`src/fenwick_prefix_sum_engine_defines.svh`:
```
// Assertion macros shared by the Fenwick prefix-sum engine RTL.
// Depends on nothing; included by files that carry concurrent checks.
`ifndef FENWICK_PREFIX_SUM_ENGINE_DEFINES_SVH
`define FENWICK_PREFIX_SUM_ENGINE_DEFINES_SVH

// Same-cycle implication, disabled while reset is asserted
`define FPS_ASSERT_NOW(label, clk, rst_n, ante, cons) \
    label: assert property (@(posedge clk) disable iff (!rst_n) (ante) |-> (cons)) \
        else $error("fps assertion failed");

// Next-cycle implication, disabled while reset is asserted
`define FPS_ASSERT_NEXT(label, clk, rst_n, ante, cons) \
    label: assert property (@(posedge clk) disable iff (!rst_n) (ante) |=> (cons)) \
        else $error("fps assertion failed");

`endif

```
`src/fps_ram.sv`:
```
// Generic single-write, single-read RAM with registered read data.
// No dependencies.
`default_nettype none

module fps_ram #(
    parameter  int WIDTH  = 32,
    parameter  int DEPTH  = 16,
    localparam int ADDR_W = $clog2(DEPTH)
) (
    input  wire logic              clk,
    input  wire logic              we,
    input  wire logic [ADDR_W-1:0] waddr,
    input  wire logic [WIDTH-1:0]  wdata,
    input  wire logic [ADDR_W-1:0] raddr,
    output logic      [WIDTH-1:0]  rdata
);

    logic [WIDTH-1:0] mem [DEPTH];

    // Write port
    always_ff @(posedge clk)
    begin
        if (we)
        begin
            mem[waddr] <= wdata;
        end
    end

    // Registered read port
    always_ff @(posedge clk)
    begin
        rdata <= mem[raddr];
    end

endmodule

`default_nettype wire

```
`config.mk`:
```
export PLATFORM = sky130hd
export DESIGN_NAME = fps_ram
export DESIGN_NICKNAME = d
export VERILOG_FILES = /design/src/fenwick_prefix_sum_engine_defines.svh /design/src/fps_ram.sv
export SDC_FILE = /design/constraint.sdc
export NUM_CORES = 1
export LEC_CHECK = 0
export ABC_AREA = 1
export BUFFER_PORTS_ARGS = -buffer_cell sky130_fd_sc_hd__buf_4
export CAP_MARGIN = 25
export CORE_MARGIN = 1
export CORE_UTILIZATION = 40
export CTS_CLUSTER_SIZE = 16
export DETAILED_ROUTE_END_ITERATION = 8
export SETUP_SLACK_MARGIN = 0.5
export SLEW_MARGIN = 20
export SYNTH_ARGS = -nofsm -noshare
export SYNTH_HDL_FRONTEND = slang
export SYNTH_SLANG_ARGS = --single-unit
```
`constraint.sdc`:
```
create_clock -name clk -period 7.1 [get_ports clk]
set_input_delay 1.065 -clock clk [delete_from_list [all_inputs] [get_ports clk]]
set_output_delay 1.065 -clock clk [all_outputs]
set_load 0.01 [all_outputs]
```
==> results of run 1 <==
## cells in the mapped netlist
cell type / instances / area, um2
nand3_1: 385 / 1930
buf_12: 1 / 20.0
edfxtp_1: 512 / 15400
buf_6: 29 / 327
nand3b_1: 2 / 15.0
nor2_1: 17 / 63.8
buf_4: 6 / 45.0
dfxtp_1: 32 / 641
inv_1: 388 / 1460
inv_4: 1 / 6.26
clkbuf_1: 14 / 52.6
buf_2: 41 / 205
inv_2: 1 / 3.75
nand2_1: 677 / 2540
buf_1: 14 / 52.6
## placed cells by master, fill, tap and decap left out, drive strengths merged
cell type  synthesis  final
clkinvlp           0      1
nand3b             2      2
edfxtp           512    512
nand3            385    385
nand2            677    677
dfxtp             32     32
buf               91     97
clkinv             0     18
clkbuf            14     81
inv              390    391
bufinv             0      5
nor2              17     17
## cell families after synthesis
family                 count (synthesis)  synth area share
buffers and inverters                495            0.0954
and+or+nand+nor                     1081             0.200
DFF                                  544             0.705
## critical path, delay by kind of cell
| family | cells | cell delay, ns |
|---|---|---|
| buffers and inverters | 3 | 1.71 |
| and+or+nand+nor | 5 | 0.53 |
## sequential cells by signal, indices dropped and copies added (netlist names)
register and cells:
mem 512, rdata 32
## power by group through the flow
stage                     clock, mW  sequential (mW)  combinational (mW)
after floorplan                   0             3.69               0.245
after global placement            0             3.68               0.410
after detailed placement          0             3.68               0.417
after CTS                      3.01             3.62               0.418
after global routing           3.13             3.62               0.467
final                          2.96             3.62               0.416
## final cells by class
class | instances | area, um2 | area share
clock buffer | 80 | 1610 | 0.0624
clock inverter | 25 | 258 | 0.0100
inverter | 390 | 1470 | 0.0572
multi-input combinational | 1081 | 4670 | 0.181
sequential | 544 | 16000 | 0.622
tap | 756 | 946 | 0.0368
timing repair buffer | 98 | 767 | 0.0298
## through the flow
step | worst slack [ns] | hold WS (ns) | std cells | instance area, um2 | util
after floorplan | 4.04 | 0.607 | 2120 | 22700 | -
after global placement | 3.51 | 0.633 | 2868 | 23800 | 0.424
after detailed placement | 3.50 | 0.638 | 2868 | 23800 | 0.424
after CTS | 4.15 | 0.645 | 2973 | 25700 | 0.457
after global routing | 3.89 | 0.718 | 2974 | 25700 | 0.457
final | 4.02 | 0.657 | 2974 | 25700 | 0.457
## worst max path at each step
stage | from | to | slack, ns | depth (start not counted)
after detailed placement | raddr[0] | rdata[5]$_DFF_P_ | 3.50 | 8
after global routing | raddr[0] | rdata[12]$_DFF_P_ | 3.89 | 8
after CTS | raddr[0] | rdata[12]$_DFF_P_ | 4.15 | 8
final | raddr[0] | rdata[12]$_DFF_P_ | 4.02 | 8
after floorplan | waddr[2] | mem[10][0]$_DFFE_PP_ | 4.04 | 2
after global placement | raddr[0] | rdata[10]$_DFF_P_ | 3.51 | 8
## metal layers
layer,GRT usage,part of all wire,vias up
met4,0.0560,0.024,2
li1,-,-,6938
met2,0.317,0.47,447
met1,0.257,0.44,7055
met3,0.0296,0.062,98
met5,0,0.00026,-
==> qor.txt, run 1 <==
Status - finished, final reports clean
Worst slew pin tran - 1.05 ns
Reg2reg start - mem[7][31]$_DFFE_PP_
# DRC - 0
Row cnt - 87
CP max FO - 168
Clk sinks - 544
Clock latency on the worst-skew pair - 0.60 ns
Min-Delay Endpoint - rdata[10]$_DFF_P_
Critical path data arrival time - 3.56 ns
Switching power - 1.52 mW
Post-CTS Hold Buffers - 0
Routed vias - 14540
Via density - 4.89
Hold Path Depth - 6
GP Congestion - 0.749
GRT Resource Usage Total - 0.190
Reg2Reg Setup Slack - 6.05 ns
Slowest stage delay, CP - 0.69 ns
Worst R2R End - rdata[31]$_DFF_P_
Worst reg2reg path depth - 6
Clock transition at path regs - 0.06 ns
First-pass GRT wire length - 82.2 mm
Clk pwr share - 0.423
Hold Crit Class - reg2reg
Max Slew Vio Count - 0
Final hold viol count - 0
Crit start category - primary input
Critical path class - in2reg
Mapped cell area - 22700 um2
Sw Ratio - 0.218
WL final - 53.8 mm
DRT Pass-1 Iters - 5
Setup TNS - 0 ns
Congestion Overflow GR - 0
Port Buffer Count - 73
Die area - 57800 um2
Final #Nets - 2214
Yosys warns - 0
Die Y - 240 um
Worst-case clock buffer depth - 3
Cell Int Power - 5.47 mW
Most frequent cell on the critical path - nand3_1
Antenna Nets Post-Route - 0
Hold Crit Start - mem[10][10]$_DFFE_PP_
Initial DRC count - 1054
Tmin final - 3.08 ns
H-tree Lvls - 2
Vias in the first global route - 14080
Setup Fix Bufs, Post-CTS - 0
Ports - 74
Relative slew slack - 0.295
Total power - 6.99 mW
Initial Util - 0.404
Final setup viols - 0
Peak Freq - 324 MHz
Sequence of cells on the critical path - clkbuf_8 -> inv_6 -> buf_12 -> nand2_1 -> nand3_1 -> nand3_1 -> nand3_1 -> nand2_1
Root Buffer - clkbuf_16
Fraction of layout cells with a size suffix above 1 - 0.0897
Maximum vdd drop - 180 uV
Logic gate share of total power - 0.059
Period utilisation layout - 0.434
CTS tree - done
RSZ-0062 raised after global routing - false
# diodes - 0
Maximum capacitance violations - 0
Yosys cell types - 15
Sequential element share of the synthesized area - 0.705
Static Leak - 10.9 nW
Routed WL per cell - 18.1 um
Crit-path slowest cell - inv_6
Horiz. Die Dim - 240 um
Largest net degree at the start of global routing - 169
Initial antenna violation count - 1
Post-CTS Resized - 0
Synthesized flop and latch total - 544
CP endpoint kind - flip-flop
Syn Nets - 2162
Total CTS buffers - 57
Final clock skew - 0.00953 ns
WP data required - 7.58 ns
Reg power frac - 0.517
Final HPWL DP - 25.5 mm
Fill count - 5151
Core area - 56300 um2
Syn Inst Count - 2120
Avg Inst Size Synth - 10.7 um2
Area growth syn-to-layout - 13.2%
Cell Pwr Density - 272 nW/um2
(Power assumes the default switching activity.)
==> run 2: changes to the inputs <==
clock period = 2.6 ns   (was 7.1 ns; I/O delays follow)
==> qor.txt, run 2 (synthesis results as in run 1) <==
Critical path data arrival time - 1.21 ns (-2.35 ns)
Relative slew slack - 0.549 (+0.254)
Cell Int Power - 14.8 mW (+170%)
Die Y - 240 um (unchanged)
Peak Freq - 623 MHz
Static Leak - 11.0 nW (+1.3%)
WP data required - 2.21 ns (-5.37 ns)
Clock latency on the worst-skew pair - 0.60 ns (about the same)
Slowest stage delay, CP - 0.44 ns (-0.25 ns)
Final setup viols - 0 (unchanged)
# DRC - 0 (unchanged)
Root Buffer - clkbuf_16
Worst-case clock buffer depth - 3 (unchanged)
Congestion Overflow GR - 0 (unchanged)
Max Slew Vio Count - 0 (unchanged)
Most frequent cells in the layout - nand2_1 (677), edfxtp_1 (512), inv_1 (386), nand3_1 (385), buf_4 (92)
Sw Ratio - 0.220 (+0.00208)
Sequence of cells on the critical path - buf_4
WL final - 53.0 mm (-1.4%)
CTS tree - done
Horiz. Die Dim - 240 um (unchanged)
GP Congestion - 0.762 (+1.7%)
Final #Nets - 2228 (+0.63%)
GRT Resource Usage Total - 0.188 (-0.00194)
Critical path buffer and inverter count - 1 (-2)
Dpl cells - 2883 (+0.52%)
Max FFs per register - 512 (unchanged)
Clk sinks - 544 (unchanged)
Hold Crit Class - in2reg
Critical path class - reg2out
CP max FO - 1 (-99%)
# diodes - 0 (unchanged)
Area growth syn-to-layout - 14.6%
Crit-path leading delay family - flip-flops
Post-DP Area - 24200 um2 (+1.4%)
Clk pwr share - 0.419 (-0.004)
Final clock skew - 0.00749 ns (-0.00204 ns)
Crit start category - flip-flop
Commonest non-fill, non-tap cell in the layout - nand2_1
Top reg by flops - mem
Final hold viol count - 0 (unchanged)
Setup Fix Bufs, Post-CTS - 0 (unchanged)
Final HPWL DP - 27.4 mm (+7.2%)
Row cnt - 87 (unchanged)
Status - finished, final reports clean
Switching power - 4.19 mW (+170%)
Cell Pwr Density - 731 nW/um2 (+170%)
Logic gate share of total power - 0.062 (+0.003)
Final instance area - 26000 um2 (+1.2%)
Post-CTS Hold Buffers - 0 (unchanged)
First-pass GRT wire length - 82.2 mm (about the same)
Tmin final - 1.60 ns
H-tree Lvls - 2 (unchanged)
Die area - 57800 um2 (unchanged)
Clock transition at path regs - 0.06 ns (about the same)
Period utilisation layout - 0.617
Routed WL per cell - 17.7 um (-1.9%)
Via density - 4.86 (-0.51%)
Maximum vdd drop - 459 uV (+150%)
Initial antenna violation count - 0 (-1)
Largest net degree at the start of global routing - 141 (-17%)
Reg power frac - 0.519 (+0.002)
Ports - 74 (unchanged)
Total CTS buffers - 57 (unchanged)
Final Util - 0.463 (+0.00560)
DRT Pass-1 Iters - 5 (unchanged)
Top Registers - mem: 512 flops, rdata: 32 flops
Fill count - 5133 (-0.35%)
CP endpoint kind - primary output
Cell Count, Final, Fillers Out - 2990 (+0.54%)
Initial DRC count - 1142 (+8.3%)
Maximum capacitance violations - 0 (unchanged)
RSZ-0062 raised after global routing - false
Storage cell area - 16000 um2 (unchanged)
Routed vias - 14544 (+0.028%)
Worst slew pin tran - 0.677 ns (-0.374 ns)
Crit-path slowest cell - dfxtp_1
Post-CTS Resized - 0 (unchanged)
Antenna Nets Post-Route - 0 (unchanged)
Setup TNS - 0 ns (unchanged)
Vias in the first global route - 14179 (+0.70%)
Port Buffer Count - 73 (unchanged)
Area of the multi-input gates - 4670 um2 (unchanged)
Initial Util - 0.404 (unchanged)
Core area - 56300 um2 (unchanged)
Fraction of layout cells with a size suffix above 1 - 0.101 (+0.0114)
==> run 2: cell count changes in the layout (fill, tap and decap cells not counted), sizes merged <==
cell / delta
clkinv: +2
clkinvlp: +2
buf: +14
bufinv: -2
==> run 2: worst paths after layout <==
kind | depth (start not counted) | slack, ns | endpoint | from
setup / recovery | 1 | 1.0 | rdata[11] | rdata[11]$_DFF_P_
hold / removal | 1 | 0.09 | mem[1][17]$_DFFE_PP_ | wdata[17]
setup reg to reg | 6 | 1.58 | rdata[13]$_DFF_P_ | mem[7][13]$_DFFE_PP_
hold reg to reg | 6 | 0.65 | rdata[8]$_DFF_P_ | mem[10][8]$_DFFE_PP_
==> run 2: final cells by class <==
class / count / share of cell area
Timing Repair Buffer: 112 / 0.0417
Clock inverter: 27 / 0.00874
Clock buffer: 80 / 0.0627
Inverter: 390 / 0.0565
Multi-Input combinational cell: 1081 / 0.179
Tap cell: 756 / 0.0363
Sequential cell: 544 / 0.615
==> run 2: layer usage <==
metal,GRT usage,part of all wire,up-vias
met5,0,0,-
met3,0.0282,0.057,82
met4,0.0544,0.022,0
li1,-,-,6974
met1,0.261,0.45,7085
met2,0.307,0.47,403
==> run 2: power groups by stage <==
stage / registers, mW / logic, mW / clock network, mW
2_1_floorplan: 10.1 / 0.670 / 0
3_3_place_gp: 10.1 / 1.18 / 0
3_5_place_dp: 10.1 / 1.20 / 0
4_1_cts: 9.88 / 1.20 / 8.15
5_1_grt: 9.89 / 1.33 / 8.46
6_report: 9.88 / 1.19 / 7.97
==> run 2: stage by stage <==
step | hold slack [ns] | total power, mW | worst slack, ns
after floorplan | 0.489 | 10.7 | 0.217
after global placement | 0.636 | 11.2 | 0.657
after detailed placement | 0.637 | 11.3 | 0.631
after CTS | 0.0587 | 19.2 | 0.965
after global routing | 0.0753 | 19.7 | 0.965
final | 0.0920 | 19.0 | 0.996
